===== config.mk =====
export PLATFORM = sky130hd
export DESIGN_NAME = envelope_peak_detector_core_flat
export DESIGN_NICKNAME = d
export VERILOG_FILES = /design/src/rtl/epd_pkg.sv /design/src/rtl/epd_chan_if.sv /design/src/rtl/epd_line_mem.sv /design/src/rtl/epd_scan.sv /design/src/rtl/epd_env_unit.sv /design/src/rtl/envelope_peak_detector_core.sv /design/src/flat_wrapper.sv
export SDC_FILE = /design/constraint.sdc
export NUM_CORES = 2
export LEC_CHECK = 0
export CAP_MARGIN = 10
export CORE_ASPECT_RATIO = 2
export CORE_MARGIN = 4
export CORE_UTILIZATION = 50
export CTS_BUF_LIST = sky130_fd_sc_hd__clkbuf_4 sky130_fd_sc_hd__clkbuf_8
export DETAILED_ROUTE_END_ITERATION = 16
export DONT_BUFFER_PORTS = 1
export PLACE_DENSITY = 0.66
export SLEW_MARGIN = 20
export SYNTH_ARGS = -nofsm -noshare
export SYNTH_HDL_FRONTEND = slang
export SYNTH_SLANG_ARGS = --single-unit

===== constraint.sdc =====
create_clock -name clk -period 14.5 [get_ports clk]
set_input_delay 4.35 -clock clk [delete_from_list [all_inputs] [get_ports clk]]
set_output_delay 4.35 -clock clk [all_outputs]
set_load 0.02 [all_outputs]

===== src/rtl/epd_pkg.sv =====
`timescale 1ns / 1ps

package epd_pkg;

	// Delay line geometry
	localparam int LINE_LEN = 16;
	localparam int AW       = 4;
	localparam int TEST_POS = 15;

	// Field widths
	localparam int SAMPLE_W = 16;
	localparam int GAIN_W   = 16;
	localparam int ENV_W    = 32;
	localparam int AGE_W    = 17;
	localparam int PROD_W   = ENV_W + GAIN_W;

	localparam int PEAK_WINDOW_DEF = 16;

	// Register reset values
	localparam logic [GAIN_W-1:0] DECAY_RST  = 16'd6554;
	localparam logic [GAIN_W-1:0] THRESH_RST = 16'd6554;
	localparam logic [GAIN_W-1:0] RANGE_RST  = 16'd655;

	// Envelope reset values, Q16.16
	localparam logic signed [ENV_W-1:0] MAX_ENV_RST = 32'sh8000_0000;
	localparam logic signed [ENV_W-1:0] MIN_ENV_RST = 32'sh7FFF_0000;

	localparam logic [AGE_W-1:0] AGE_SAT = '1;

	// Register indexes
	typedef enum logic [1:0] {
		REG_DECAY  = 2'd0,
		REG_THRESH = 2'd1,
		REG_RANGE  = 2'd2
	} cfg_reg_e;

	typedef struct packed {
		logic signed [SAMPLE_W-1:0] sample;
	} sample_item_t;

	typedef struct packed {
		logic                       peak_found;
		logic [3:0]                 peak_offset;
		logic [15:0]                peak_interval;
		logic signed [SAMPLE_W-1:0] peak_amplitude;
		logic [15:0]                dynamic_range;
	} result_item_t;

	typedef struct packed {
		logic [1:0]        reg_index;
		logic [GAIN_W-1:0] wdata;
	} cfg_item_t;

	typedef struct packed {
		logic [GAIN_W-1:0] decay;
		logic [GAIN_W-1:0] thresh;
		logic [GAIN_W-1:0] range;
	} cfg_regs_t;

	// Window statistics gathered by one sweep of the line
	typedef struct packed {
		logic signed [SAMPLE_W-1:0] wmax;
		logic signed [SAMPLE_W-1:0] wmin;
		logic signed [SAMPLE_W-1:0] best;
		logic [AW-1:0]              best_age;
		logic signed [SAMPLE_W-1:0] test;
	} scan_res_t;

endpackage


===== src/rtl/epd_chan_if.sv =====
`timescale 1ns / 1ps

interface epd_chan_if #(parameter type payload_t = logic);
	logic     valid;
	logic     ready;
	payload_t data;

	modport source (output valid, output data, input ready);
	modport sink (input valid, input data, output ready);
endinterface


===== src/rtl/epd_line_mem.sv =====
`timescale 1ns / 1ps

module epd_line_mem (
	input  logic                                clk,
	input  logic                                arst_n,
	input  logic                                we,
	input  logic signed [epd_pkg::SAMPLE_W-1:0] wdata,
	input  logic                                re,
	input  logic [epd_pkg::AW-1:0]              rd_age,
	output logic signed [epd_pkg::SAMPLE_W-1:0] rdata
);
	import epd_pkg::*;

	logic [SAMPLE_W-1:0] mem_q [LINE_LEN];
	logic [AW-1:0]       head_q;
	logic [LINE_LEN-1:0] vld_q;
	logic [SAMPLE_W-1:0] rdata_s1;
	logic                rvld_s1;
	logic [AW-1:0]       rd_addr;

	// Age 0 sits just below the write pointer
	assign rd_addr = head_q - AW'(1) - rd_age;

	// Storage array, one write and one registered read per cycle
	always_ff @(posedge clk) begin
		if (we) begin
			mem_q[head_q] <= wdata;
		end
		if (re) begin
			rdata_s1 <= mem_q[rd_addr];
		end
	end

	// Write pointer and per-entry valid bits; unwritten entries read as zero
	always_ff @(posedge clk or negedge arst_n) begin
		if (!arst_n) begin
			head_q  <= '0;
			vld_q   <= '0;
			rvld_s1 <= 1'b0;
		end else begin
			if (we) begin
				head_q         <= head_q + AW'(1);
				vld_q[head_q]  <= 1'b1;
			end
			if (re) begin
				rvld_s1 <= vld_q[rd_addr];
			end
		end
	end

	assign rdata = rvld_s1 ? $signed(rdata_s1) : '0;

endmodule


===== src/rtl/epd_scan.sv =====
`timescale 1ns / 1ps

module epd_scan #(
	parameter int WIN = epd_pkg::PEAK_WINDOW_DEF
) (
	input  logic                                clk,
	input  logic                                arst_n,
	input  logic                                en,
	input  logic [epd_pkg::AW-1:0]              pos,
	input  logic signed [epd_pkg::SAMPLE_W-1:0] rdata,
	output epd_pkg::scan_res_t                  res
);
	import epd_pkg::*;

	logic          en_s1;
	logic [AW-1:0] pos_s1;
	scan_res_t     res_q;
	logic          first;
	logic          in_win;
	logic [AW-1:0] age;

	// Align read position with the registered memory data
	always_ff @(posedge clk or negedge arst_n) begin
		if (!arst_n) begin
			en_s1  <= 1'b0;
			pos_s1 <= '0;
		end else begin
			en_s1  <= en;
			pos_s1 <= pos;
		end
	end

	// Oldest entry comes first; it is also the tested sample
	assign first  = (pos_s1 == '0);
	assign age    = AW'(TEST_POS) - pos_s1;
	assign in_win = ({1'b0, pos_s1} < (AW+1)'(WIN));

	// Running max/min and earliest argmax of the peak window
	always_ff @(posedge clk) begin
		if (en_s1) begin
			if (first) begin
				res_q.wmax     <= rdata;
				res_q.wmin     <= rdata;
				res_q.best     <= rdata;
				res_q.best_age <= age;
				res_q.test     <= rdata;
			end else begin
				if (rdata > res_q.wmax) begin
					res_q.wmax <= rdata;
				end
				if (rdata < res_q.wmin) begin
					res_q.wmin <= rdata;
				end
				// strict compare keeps the oldest of equal maxima
				if (in_win && (rdata > res_q.best)) begin
					res_q.best     <= rdata;
					res_q.best_age <= age;
				end
			end
		end
	end

	assign res = res_q;

endmodule


===== src/rtl/epd_env_unit.sv =====
`timescale 1ns / 1ps

module epd_env_unit (
	input  logic               clk,
	input  logic               arst_n,
	input  logic               start,
	input  epd_pkg::cfg_regs_t cfg,
	input  epd_pkg::scan_res_t res,
	output logic               done,
	output logic               above,
	output logic [15:0]        dyn_range
);
	import epd_pkg::*;

	typedef enum logic [8:0] {
		EV_IDLE = 9'b000000001,
		EV_MULM = 9'b000000010,
		EV_MULN = 9'b000000100,
		EV_UPDN = 9'b000001000,
		EV_SPRD = 9'b000010000,
		EV_MULT = 9'b000100000,
		EV_CMP  = 9'b001000000,
		EV_MULR = 9'b010000000,
		EV_UPDR = 9'b100000000
	} ev_state_t;

	ev_state_t               state_q;
	logic signed [ENV_W-1:0] max_q;
	logic signed [ENV_W-1:0] min_q;
	logic [ENV_W-1:0]        rf_q;
	logic [ENV_W-1:0]        spread_q;
	logic [ENV_W-1:0]        rmag_q;
	logic                    rneg_q;
	logic                    above_q;
	logic [PROD_W-1:0]       prod_q;

	logic signed [ENV_W-1:0] mq;
	logic signed [ENV_W-1:0] nq;
	logic                    jump_m;
	logic                    jump_n;
	logic [ENV_W-1:0]        diff_m;
	logic [ENV_W-1:0]        diff_n;
	logic [ENV_W-1:0]        amt;
	logic signed [ENV_W:0]   sdiff;
	logic [ENV_W:0]          sdiff_neg;
	logic signed [ENV_W+1:0] thr;
	logic signed [ENV_W+1:0] vq;
	logic [ENV_W:0]          rdiff;
	logic [ENV_W:0]          rdiff_neg;
	logic [ENV_W-1:0]        mul_a;
	logic [GAIN_W-1:0]       mul_b;

	// Window extremes in Q16.16
	assign mq     = {res.wmax, 16'h0000};
	assign nq     = {res.wmin, 16'h0000};
	assign jump_m = (mq > max_q);
	assign jump_n = (nq < min_q);
	assign diff_m = max_q - mq;
	assign diff_n = nq - min_q;
	assign amt    = prod_q[PROD_W-1:GAIN_W];

	// Envelope spread magnitude
	assign sdiff     = {max_q[ENV_W-1], max_q} - {min_q[ENV_W-1], min_q};
	assign sdiff_neg = -sdiff;

	// Threshold compare in 34 bits
	assign thr = {{2{max_q[ENV_W-1]}}, max_q} - {2'b00, amt};
	assign vq  = {{2{res.test[SAMPLE_W-1]}}, res.test, 16'h0000};

	// Range filter error
	assign rdiff     = {1'b0, spread_q} - {1'b0, rf_q};
	assign rdiff_neg = -rdiff;

	// Shared multiplier operand select
	always_comb begin
		case (state_q)
			EV_MULM: begin
				mul_a = diff_m;
				mul_b = cfg.decay;
			end
			EV_MULN: begin
				mul_a = diff_n;
				mul_b = cfg.decay;
			end
			EV_MULT: begin
				mul_a = spread_q;
				mul_b = cfg.thresh;
			end
			EV_MULR: begin
				mul_a = rmag_q;
				mul_b = cfg.range;
			end
			default: begin
				mul_a = '0;
				mul_b = '0;
			end
		endcase
	end

	always_ff @(posedge clk) begin
		prod_q <= PROD_W'(mul_a) * PROD_W'(mul_b);
	end

	// Sequencer and state updates
	always_ff @(posedge clk or negedge arst_n) begin
		if (!arst_n) begin
			state_q  <= EV_IDLE;
			max_q    <= MAX_ENV_RST;
			min_q    <= MIN_ENV_RST;
			rf_q     <= '0;
			spread_q <= '0;
			rmag_q   <= '0;
			rneg_q   <= 1'b0;
			above_q  <= 1'b0;
		end else begin
			case (state_q)
				EV_IDLE: begin
					if (start) begin
						state_q <= EV_MULM;
					end
				end
				EV_MULM: begin
					state_q <= EV_MULN;
				end
				EV_MULN: begin
					max_q   <= jump_m ? mq : max_q - amt;
					state_q <= EV_UPDN;
				end
				EV_UPDN: begin
					min_q   <= jump_n ? nq : min_q + amt;
					state_q <= EV_SPRD;
				end
				EV_SPRD: begin
					spread_q <= sdiff[ENV_W] ? sdiff_neg[ENV_W-1:0] : sdiff[ENV_W-1:0];
					state_q  <= EV_MULT;
				end
				EV_MULT: begin
					state_q <= EV_CMP;
				end
				EV_CMP: begin
					above_q <= (vq > thr);
					rneg_q  <= rdiff[ENV_W];
					rmag_q  <= rdiff[ENV_W] ? rdiff_neg[ENV_W-1:0] : rdiff[ENV_W-1:0];
					state_q <= EV_MULR;
				end
				EV_MULR: begin
					state_q <= EV_UPDR;
				end
				EV_UPDR: begin
					rf_q    <= rneg_q ? rf_q - amt : rf_q + amt;
					state_q <= EV_IDLE;
				end
				default: begin
					state_q <= EV_IDLE;
				end
			endcase
		end
	end

	assign done      = (state_q == EV_UPDR);
	assign above     = above_q;
	assign dyn_range = rf_q[ENV_W-1:16];

endmodule


===== src/rtl/envelope_peak_detector_core.sv =====
`timescale 1ns / 1ps

// Channel     Dir  Payload                                           Transfer
// sample_ch   in   sample                                            valid & ready
// result_ch   out  peak_found, peak_offset, peak_interval,           valid & ready
//                  peak_amplitude, dynamic_range
// cfg_ch      in   reg_index, wdata                                  valid & ready
//
// One sample runs, transfer to transfer, through the transfer, 16 reads of the line
// memory through its single read port, a drain of the read pipe, eight steps on one
// shared 32x16 multiplier, and a load of the output register.
// A finished result waits in the output register while the next sample runs; the
// block stalls only if that register is still full when the next result is ready.
// Reset clears FSM state, range filter, peak age, line valid bits; sets envelopes.

module envelope_peak_detector_core #(
	parameter int PEAK_WINDOW = epd_pkg::PEAK_WINDOW_DEF
) (
	input logic         clk,
	input logic         arst_n,
	epd_chan_if.sink    sample_ch,
	epd_chan_if.source  result_ch,
	epd_chan_if.sink    cfg_ch
);
	import epd_pkg::*;

	localparam int WIN = (PEAK_WINDOW > LINE_LEN) ? LINE_LEN : PEAK_WINDOW;
	localparam logic [AGE_W-1:0] REFRACT = AGE_W'(TEST_POS + WIN);

	typedef enum logic [4:0] {
		ST_IDLE  = 5'b00001,
		ST_SWEEP = 5'b00010,
		ST_LAST  = 5'b00100,
		ST_CALC  = 5'b01000,
		ST_OUT   = 5'b10000
	} state_t;

	state_t           state_q;
	logic [AW-1:0]    cnt_q;
	logic [AGE_W-1:0] age_q;
	cfg_regs_t        cfg_q;
	result_item_t     result_q;
	logic             ovld_q;

	logic                       in_xfer;
	logic                       rd_en;
	logic [AW-1:0]              rd_age;
	logic signed [SAMPLE_W-1:0] rdata;
	scan_res_t                  scan_res;
	logic                       env_done;
	logic                       above;
	logic [15:0]                dyn_range;
	logic                       found;
	logic [AGE_W-1:0]           ivl;
	logic                       load_out;

	// Configuration registers
	assign cfg_ch.ready = 1'b1;

	always_ff @(posedge clk or negedge arst_n) begin
		if (!arst_n) begin
			cfg_q.decay  <= DECAY_RST;
			cfg_q.thresh <= THRESH_RST;
			cfg_q.range  <= RANGE_RST;
		end else if (cfg_ch.valid) begin
			case (cfg_ch.data.reg_index)
				REG_DECAY:  cfg_q.decay  <= cfg_ch.data.wdata;
				REG_THRESH: cfg_q.thresh <= cfg_ch.data.wdata;
				REG_RANGE:  cfg_q.range  <= cfg_ch.data.wdata;
				default: ;
			endcase
		end
	end

	// Input handshake and sweep addressing, oldest entry first
	assign sample_ch.ready = (state_q == ST_IDLE);
	assign in_xfer         = sample_ch.valid && sample_ch.ready;
	assign rd_en           = (state_q == ST_SWEEP);
	assign rd_age          = AW'(TEST_POS) - cnt_q;

	epd_line_mem u_line_mem (
		.clk    (clk),
		.arst_n (arst_n),
		.we     (in_xfer),
		.wdata  (sample_ch.data.sample),
		.re     (rd_en),
		.rd_age (rd_age),
		.rdata  (rdata)
	);

	epd_scan #(
		.WIN (WIN)
	) u_scan (
		.clk    (clk),
		.arst_n (arst_n),
		.en     (rd_en),
		.pos    (cnt_q),
		.rdata  (rdata),
		.res    (scan_res)
	);

	epd_env_unit u_env (
		.clk       (clk),
		.arst_n    (arst_n),
		.start     (state_q == ST_LAST),
		.cfg       (cfg_q),
		.res       (scan_res),
		.done      (env_done),
		.above     (above),
		.dyn_range (dyn_range)
	);

	// Peak decision and interval
	assign found    = above && (age_q >= REFRACT);
	assign ivl      = age_q - AGE_W'(scan_res.best_age);
	assign load_out = (state_q == ST_OUT) && (!ovld_q || result_ch.ready);

	// Control sequencer and peak age
	always_ff @(posedge clk or negedge arst_n) begin
		if (!arst_n) begin
			state_q <= ST_IDLE;
			cnt_q   <= '0;
			age_q   <= '0;
		end else begin
			case (state_q)
				ST_IDLE: begin
					if (in_xfer) begin
						cnt_q   <= '0;
						state_q <= ST_SWEEP;
						if (age_q != AGE_SAT) begin
							age_q <= age_q + AGE_W'(1);
						end
					end
				end
				ST_SWEEP: begin
					cnt_q <= cnt_q + AW'(1);
					if (cnt_q == AW'(TEST_POS)) begin
						state_q <= ST_LAST;
					end
				end
				ST_LAST: begin
					state_q <= ST_CALC;
				end
				ST_CALC: begin
					if (env_done) begin
						state_q <= ST_OUT;
					end
				end
				ST_OUT: begin
					if (load_out) begin
						state_q <= ST_IDLE;
						if (found) begin
							age_q <= AGE_W'(scan_res.best_age);
						end
					end
				end
				default: begin
					state_q <= ST_IDLE;
				end
			endcase
		end
	end

	// Output register
	always_ff @(posedge clk or negedge arst_n) begin
		if (!arst_n) begin
			ovld_q <= 1'b0;
		end else if (load_out) begin
			ovld_q <= 1'b1;
		end else if (result_ch.ready) begin
			ovld_q <= 1'b0;
		end
	end

	always_ff @(posedge clk) begin
		if (load_out) begin
			result_q.peak_found     <= found;
			result_q.peak_offset    <= found ? scan_res.best_age : '0;
			result_q.peak_interval  <= !found ? '0 :
			                           (ivl[AGE_W-1] ? 16'hFFFF : ivl[15:0]);
			result_q.peak_amplitude <= found ? scan_res.best : '0;
			result_q.dynamic_range  <= dyn_range;
		end
	end

	assign result_ch.valid = ovld_q;
	assign result_ch.data  = result_q;

endmodule


===== src/flat_wrapper.sv =====
// flat-port wrapper written by rule: the top's interface ports become plain ports
module envelope_peak_detector_core_flat import epd_pkg::*;
#(
	parameter int PEAK_WINDOW = epd_pkg::PEAK_WINDOW_DEF
)
  (clk, arst_n, sample_ch_valid, sample_ch_data, sample_ch_ready, result_ch_valid, result_ch_data, result_ch_ready, cfg_ch_valid, cfg_ch_data, cfg_ch_ready);
  epd_chan_if #(.payload_t(sample_item_t)) sample_ch_i ();
  epd_chan_if #(.payload_t(result_item_t)) result_ch_i ();
  epd_chan_if #(.payload_t(cfg_item_t)) cfg_ch_i ();
  input logic clk;
  input logic arst_n;
  input wire logic [$bits(sample_ch_i.valid)-1:0] sample_ch_valid;
  input wire logic [$bits(sample_ch_i.data)-1:0] sample_ch_data;
  output wire logic [$bits(sample_ch_i.ready)-1:0] sample_ch_ready;
  output wire logic [$bits(result_ch_i.valid)-1:0] result_ch_valid;
  output wire logic [$bits(result_ch_i.data)-1:0] result_ch_data;
  input wire logic [$bits(result_ch_i.ready)-1:0] result_ch_ready;
  input wire logic [$bits(cfg_ch_i.valid)-1:0] cfg_ch_valid;
  input wire logic [$bits(cfg_ch_i.data)-1:0] cfg_ch_data;
  output wire logic [$bits(cfg_ch_i.ready)-1:0] cfg_ch_ready;
  assign sample_ch_i.valid = sample_ch_valid;
  assign sample_ch_i.data = sample_ch_data;
  assign sample_ch_ready = sample_ch_i.ready;
  assign result_ch_valid = result_ch_i.valid;
  assign result_ch_data = result_ch_i.data;
  assign result_ch_i.ready = result_ch_ready;
  assign cfg_ch_i.valid = cfg_ch_valid;
  assign cfg_ch_i.data = cfg_ch_data;
  assign cfg_ch_ready = cfg_ch_i.ready;
  envelope_peak_detector_core #(.PEAK_WINDOW(PEAK_WINDOW)) u_core (.clk(clk), .arst_n(arst_n), .sample_ch(sample_ch_i), .result_ch(result_ch_i), .cfg_ch(cfg_ch_i));
endmodule

# Yosys cells after proc, flatten, opt, wreduce, memory -nomap -nowiden

Memories as Yosys holds them, arrays and structs flattened. A register that Yosys moved wholly into a read port is not among the register bits.
Index checks and enable logic that the tools add are counted.

Input port bits: 39
Output and inout bits: 56
Bits in latches: 0
Bits in registers: 441
Memories: 1
Logic and storage cells: 148
ROM bits: 0
RAM bits: 256

Memories:

| memory                  | depth | bits a word | read ports | clocked after memory_dff | wr ports | line               | text |
|---|---|---|---|---|---|---|---|
| u_core.u_line_mem.mem_q | 16    | 16          | 1          | 1                        | 1        | epd_line_mem.sv:14 | `logic [SAMPLE_W-1:0] mem_q [LINE_LEN];` |

Div/mod/pow operators: 0
Reductions and logical operators: 25
Eq/ne operators: 25
Multiply operators: 1
$add $sub $neg: 19
Shift operators: 0
Multiplexer cells: 35
Bitwise gates (word level): 1
Magnitude comparators: 10

Operator list:

| kind                                                                                  | number |
|---|---|
| 32-bit 2-to-1 mux                                                                     | 5 |
| 32-bit case mux with 4 select lines                                                   | 1 |
| 32-bit subtractor                                                                     | 4 |
| 9-bit case mux with 8 select lines                                                    | 1 |
| 17-bit 2-to-1 mux                                                                     | 4 |
| 32-bit by 32-bit subtractor with 33-bit output                                        | 2 |
| 32-bit adder                                                                          | 2 |
| 16-bit 2-to-1 mux                                                                     | 4 |
| 32-bit negation                                                                       | 2 |
| 52-bit 2-to-1 mux                                                                     | 1 |
| 32-bit by 16-bit multiplier with 48-bit output                                        | 1 |
| 16-bit case mux with 3 select lines                                                   | 1 |
| 32-bit by 34-bit > comparator with 1-bit output                                       | 1 |
| 17-bit case mux with 2 select lines                                                   | 1 |
| 32-bit by 33-bit subtractor with 34-bit output                                        | 1 |
| 16-bit > comparator                                                                   | 2 |
| 32-bit > comparator                                                                   | 1 |
| 32-bit < comparator                                                                   | 1 |
| 5-bit case mux with 5 select lines                                                    | 1 |
| 20-bit 2-to-1 mux                                                                     | 1 |
| 5-bit 2-to-1 mux                                                                      | 4 |
| 17-bit by 1-bit adder with 17-bit output (second input constant)                      | 1 |
| 17-bit by 5-bit greater-or-equal comparator with 1-bit output (second input constant) | 1 |
| 17-bit != test (second input constant)                                                | 1 |
| other kinds (44)                                                                      | 72 |

# Longest topological paths before layout

Depth after elaboration: 5
Depth in mapped cells: 37
Mapped depth without buffers: 36

# By module

Synthesis repeated with hierarchy kept, for this count alone.

Cell total of the unflattened synthesis: 5560
Area total of the unflattened synthesis: 56106.3 um^2

By module, submodules not included:

| module                      | area each (um^2) | cells each | instances |
|---|---|---|---|
| epd_env_unit                | 35536.6          | 4334       | 1 |
| epd_line_mem                | 11444.7          | 522        | 1 |
| envelope_peak_detector_core | 5709.2           | 456        | 1 |
| epd_scan                    | 3415.8           | 248        | 1 |

# Worst setup path before layout

OpenSTA, ideal clock, no wires.

Path kind: register to register
Start point: reg u_core.u_env.min_q[1]
End point: reg u_core.u_env.prod_q[46]
Stages on the path, launching flop included: 36
Period minus slack after synthesis: 8.728 ns
Required time: 14.421 ns
Arrival time: 8.650 ns
Setup slack: 5.772 ns
Path through: dfrtp_1 > inv_1 > ha_1 > nor3b_1 > nand4_1 > o211ai_1 > a311oi_1 > o21bai_1 > a21o_1 > a21oi_1 > o21bai_1 > xor2_1 > nand2_1 > nand3_1 > clkbuf_1 > nand2_1 > fa_1 > fa_1 > fa_1 > inv_1 > fa_1 > fa_1 > inv_1 > fa_1 > inv_1 > ha_1 > a21o_1 > a21oi_1 > o21ai_0 > a211oi_1 > o41ai_2 > a31oi_1 > o22ai_2 > a21oi_1 > or4b_1 > o211ai_1

Cells in the longest elaborated chain, start to end: 3

RTL lines:

| item                                           | line                | text |
|---|---|---|
| from (decl)                                    | epd_env_unit.sv:29  | `logic signed [ENV_W-1:0] min_q;` |
| from (signal assigned)                         | epd_env_unit.sv:130 | `min_q <= jump_n ? nq : min_q + amt;` |
| 32-bit subtractor                              | epd_env_unit.sv:59  | `assign diff_n = nq - min_q;` |
| 32-bit case mux with 4 select lines            | epd_env_unit.sv:76  | `case (state_q)` |
| 32-bit by 16-bit multiplier with 48-bit output | epd_env_unit.sv:101 | `prod_q <= PROD_W'(mul_a) * PROD_W'(mul_b);` |
| to (signal assigned)                           | epd_env_unit.sv:101 |  |
| to (decl)                                      | epd_env_unit.sv:35  | `logic [PROD_W-1:0] prod_q;` |

No other way between the ends.
A chain may end at the register's enable or synchronous reset.

# Worst setup path after layout

Start point: reg u_core.u_env.state_q[4]
End point: reg u_core.u_env.prod_q[46]

Cells in the longest elaborated chain, start to end: 4

RTL lines:

| item                                                                                                        | line                | text |
|---|---|---|
| from (decl)                                                                                                 | epd_env_unit.sv:27  | `ev_state_t state_q;` |
| from (signal assigned)                                                                                      | epd_env_unit.sv:107 | `state_q <= EV_IDLE;` |
| from (signal assigned)                                                                                      | epd_env_unit.sv:119 | `state_q <= EV_MULM;` |
| from (signal assigned)                                                                                      | epd_env_unit.sv:123 | `state_q <= EV_MULN;` |
| 9-bit by 3-bit == test with 1-bit output / 9-bit by 2-bit == test with 1-bit output (equally long branches) | epd_env_unit.sv:76  |  |
| 2-bit OR reduction (no source line)                                                                         | --                  |  |
| 16-bit case mux with 3 select lines                                                                         | epd_env_unit.sv:76  |  |
| 32-bit by 16-bit multiplier with 48-bit output *                                                            | epd_env_unit.sv:101 |  |

Every way passes the cells marked *; elsewhere a longest branch is shown, timed or not.

==> impl_metrics.tcl <==
set metrics [dict create \
    cts_hold_buf 0 \
    slowest_stage "nand3_1" \
    async_reset_ff_frac 0.390 \
    endpoint_kind "flop" \
    cts_setup_buffers 0 \
    cts.clk_slew.worst_paths_ns 0.06 \
    p_clk_frac 0.288 \
    clock_path_buffers 3 \
    die_w_um 244 \
    cts_resized 0 \
    syn_nets 6362 \
    avgSynthCellArea_um2 10.1 \
    drive_gt1_frac 0.0968 \
    dieHeight_um 480 \
    post-dp-hpwl_um 136000 \
    drtIter0Drc 2778 \
    antenna_found_initial 5 \
    synth_top_area_frac 0.212 \
    nets 6369 \
    max_cap_viol_count 0 \
    ant_nets 0 \
    power.leakage_nw 26.3 \
    fill_cells 9968 \
    num_rows 172 \
    grt_max_degree 273 \
    required_ns 15.20 \
    worst_setup_path_start_kind "flop" \
    port-buffer-count 0 \
    fp.coreArea_um2 110000 \
    io-pin-count 95 \
    drc 0 \
    first_pass_iters 6 \
    ys_seq_elements 697 \
    cts_tree "done" \
    timing.fmax_mhz 96.2 \
    finalCriticalPeriod_ns 10.39 \
    initial_utilization 0.505 \
    routed.top_layer "met5" \
    p_int_mw 4.04 \
    tns_ns 0 \
    grt-ovfl-total 0 \
    cp_max_fo 18 \
    syn-cell-area_um2 55600 \
    worstReg2RegStart "u_core.u_env.state_q[4]$_DFFE_PN0P_" \
    syn_inst 5507 \
    cp.arrival_ns 11.09 \
    globalplace.congestion 0.980 \
    dieArea_um2 117000 \
    clock_skew_ns 0.0593 \
    vias_per_cell 5.91 \
    htree_levels 3 \
    wl_met2_um 90900 \
    post-route-period-util 0.717 \
    synthDistinctLibCells 102 \
    r2r_setup_slack_ns 4.11 \
    drt_wl_total_um 177000 \
    crit_path_frequent_cell "fa_1" \
    finalHoldViolations 0 \
    combPwrFrac 0.300 \
    grt_use_total 0.304 \
    seq_area_frac_synth 0.347 \
    cts_buffers 103 \
    power_density_nw_per_um2 101 \
    clock-sinks 697 \
    switchingPower_mw 1.98 \
    critPathCapture "u_core.u_env.prod_q[46]$_DFF_P_" \
    yosysWarnings 0 \
    rsz0062_at_grt "no" \
    power_frac_seq 0.412 \
    grt_pass1_vias 44266 \
    register_area_um2 19300 \
    synth.area.top_cells "edfxtp_1 (21%), fa_1 (15%), dfrtp_1 (11%)" \
    max_stage_delay_ns 0.64 \
    swShare 0.329 \
    timing_worst_setup_path_type "flop to flop" \
    ir_drop_mv 0.224 \
    r2r_end "u_core.u_env.prod_q[46]$_DFF_P_" \
    cp-startpoint "u_core.u_env.state_q[4]$_DFFE_PN0P_" \
    status "complete, no violations" \
    area_growth_pct 7.57 \
    slew_violations 0 \
    multi_input_area_um2 33200 \
    holdWs_ns 0.464 \
    vias 41832 \
    wl_per_cell_um 25.0 \
    min_path_type "flop to flop" \
    min_from "u_core.u_line_mem.vld_q[13]$_DFFE_PN0P_" \
    slew_headroom 0.220 \
    synth_largest_area_cell "edfxtp_1" \
    synth_ff_type "edfxtp_1" \
    root_buffer "clkbuf_8" \
    synth_edf_count 393 \
    clk_latency_ns 0.83 \
    met3_length_um 8360 \
    worst_pin_slew_ns 1.17 \
    setup_viol 0 \
    reg2regPathDepth 30 \
    met1_length_um 55100 \
    grt_pass1_wl_um 266000 \
]
[layer usage]
layer  track usage  up-vias
met5             0        -
met4         0.301        2
met3        0.0449      752
met2         0.549     1507
met1         0.285    20612
li1              -    18959
[Yosys cell counts, types with 62 or more instances]
cell and instances:
edfxtp_1 393, fa_1 425, clkbuf_1 169, a21o_1 104
nor3_1 62, dfrtp_1 234, ha_1 391, o21ai_0 245
and2_1 105, a21oi_1 271, nor2_1 322, nand2_1 664
xor2_1 95, mux2_2 62, nand3_1 95, inv_1 672
mux4_2 69, xnor2_1 205
[final cells by class]
cell class	count	area share
Antenna cell	2	0.0000837
Sequential cell	697	0.323
Inverter	674	0.0423
Timing Repair Buffer	97	0.0122
Clock inverter	53	0.00759
Tap cell	1479	0.0309
Multi-Input combinational cell	3941	0.555
Clock buffer	140	0.0293
[critical path: cells and delay by family (launching register included)]
| kind | cells | cell delay [ns] |
|---|---|---|
| compound gates | 11 | 2.68 |
| fa+ha+maj | 7 | 3.31 |
| buf+inv | 5 | 0.94 |
| flops | 1 | 0.44 |
| simple gates | 7 | 2.90 |
[sequential cells by signal (all words and copies together) (netlist names), 4 cells and up]
name and count:
u_core.u_env.prod_q 32, u_core.u_line_mem.mem_q 256, u_core.u_env.state_q 9, u_core.u_scan.res 68
u_core.cfg_q 48, u_core.u_env.rmag_q 32, u_core.u_env.rf_q 32, u_core.u_env.min_q 32
u_core.state_q 5, u_core.u_env.spread_q 32, u_core.u_scan.pos_s1 4, u_core.u_line_mem.head_q 4
u_core.result_ch.data 53, u_core.age_q 17, u_core.u_line_mem.vld_q 16, u_core.u_env.max_q 32
u_core.cnt_q 4, u_core.u_line_mem.rdata_s1 16
[cells by family (layout without fill, tap and decap cells)]
| family | after synthesis | after routing | share of synthesized area |
|---|---|---|---|
| other | 1 | 3 | 0.0000674 |
| DFF | 697 | 697 | 0.347 |
| and+or+nand+nor | 1592 | 1592 | 0.135 |
| buffers and inverters | 869 | 964 | 0.0592 |
| xor gates and xnor gates | 300 | 300 | 0.0473 |
| AOI/OAI and AO/OA | 1072 | 1072 | 0.125 |
| adders and majority gates | 816 | 816 | 0.241 |
| muxes | 160 | 160 | 0.0457 |
[power groups by stage]
stage / sequential (mW) / combinational [mW] / clock [mW]
4_1_cts: 2.48 / 1.83 / 1.78
2_1_floorplan: 2.45 / 1.35 / 0
5_1_grt: 2.50 / 1.97 / 1.86
6_report: 2.48 / 1.80 / 1.74
3_3_place_gp: 2.52 / 1.80 / 0
3_5_place_dp: 2.52 / 1.82 / 0
[through the flow]
step,worst slack [ns],instances,instance area [um^2],total power [mW],util
detailed placement,4.33,6888,57600,4.34,0.523
finish,4.11,7083,59800,6.03,0.543
global route,3.57,7082,59800,6.33,0.543
global placement,4.50,6888,57600,4.32,0.523
floorplan,5.77,5507,55600,3.80,-
CTS,4.28,7081,59800,6.09,0.543
[how the worst min path moves through the flow]
| stage | endpoint | depth (start not counted) |
|---|---|---|
| finish | u_core.u_line_mem.vld_q[13]$_DFFE_PN0P_ | 1 |
| global route | u_core.u_line_mem.vld_q[1]$_DFFE_PN0P_ | 1 |
| floorplan | u_core.u_scan.pos_s1[1]$_DFF_PN0_ | 0 |
| global placement | u_core.u_line_mem.vld_q[3]$_DFFE_PN0P_ | 1 |
| detailed placement | u_core.u_line_mem.vld_q[13]$_DFFE_PN0P_ | 1 |
| CTS | u_core.u_line_mem.vld_q[13]$_DFFE_PN0P_ | 1 |
[placed cells by master (no fill, tap or decap), drive strengths merged, types with 29 or more instances in the layout]
master / n
nor2: 322
ha: 391
clkinv: 39
nand2: 665
a31oi: 56
inv: 677
nand3: 95
edfxtp: 393
o21a: 36
fa: 425
nand4: 38
and2: 109
buf: 97
nor3: 64
a211oi: 45
a21oi: 273
nor2b: 57
xnor2: 205
xor2: 95
and3: 41
a22oi: 35
mux4: 69
mux2i: 29
dfrtp: 234
dfstp: 38
dfxtp: 32
clkbuf: 140
o21bai: 31
nand2b: 53
o21ai: 268
mux2: 62
o31ai: 37
a21o: 104
Note: power is estimated with default switching activity, not from simulation.
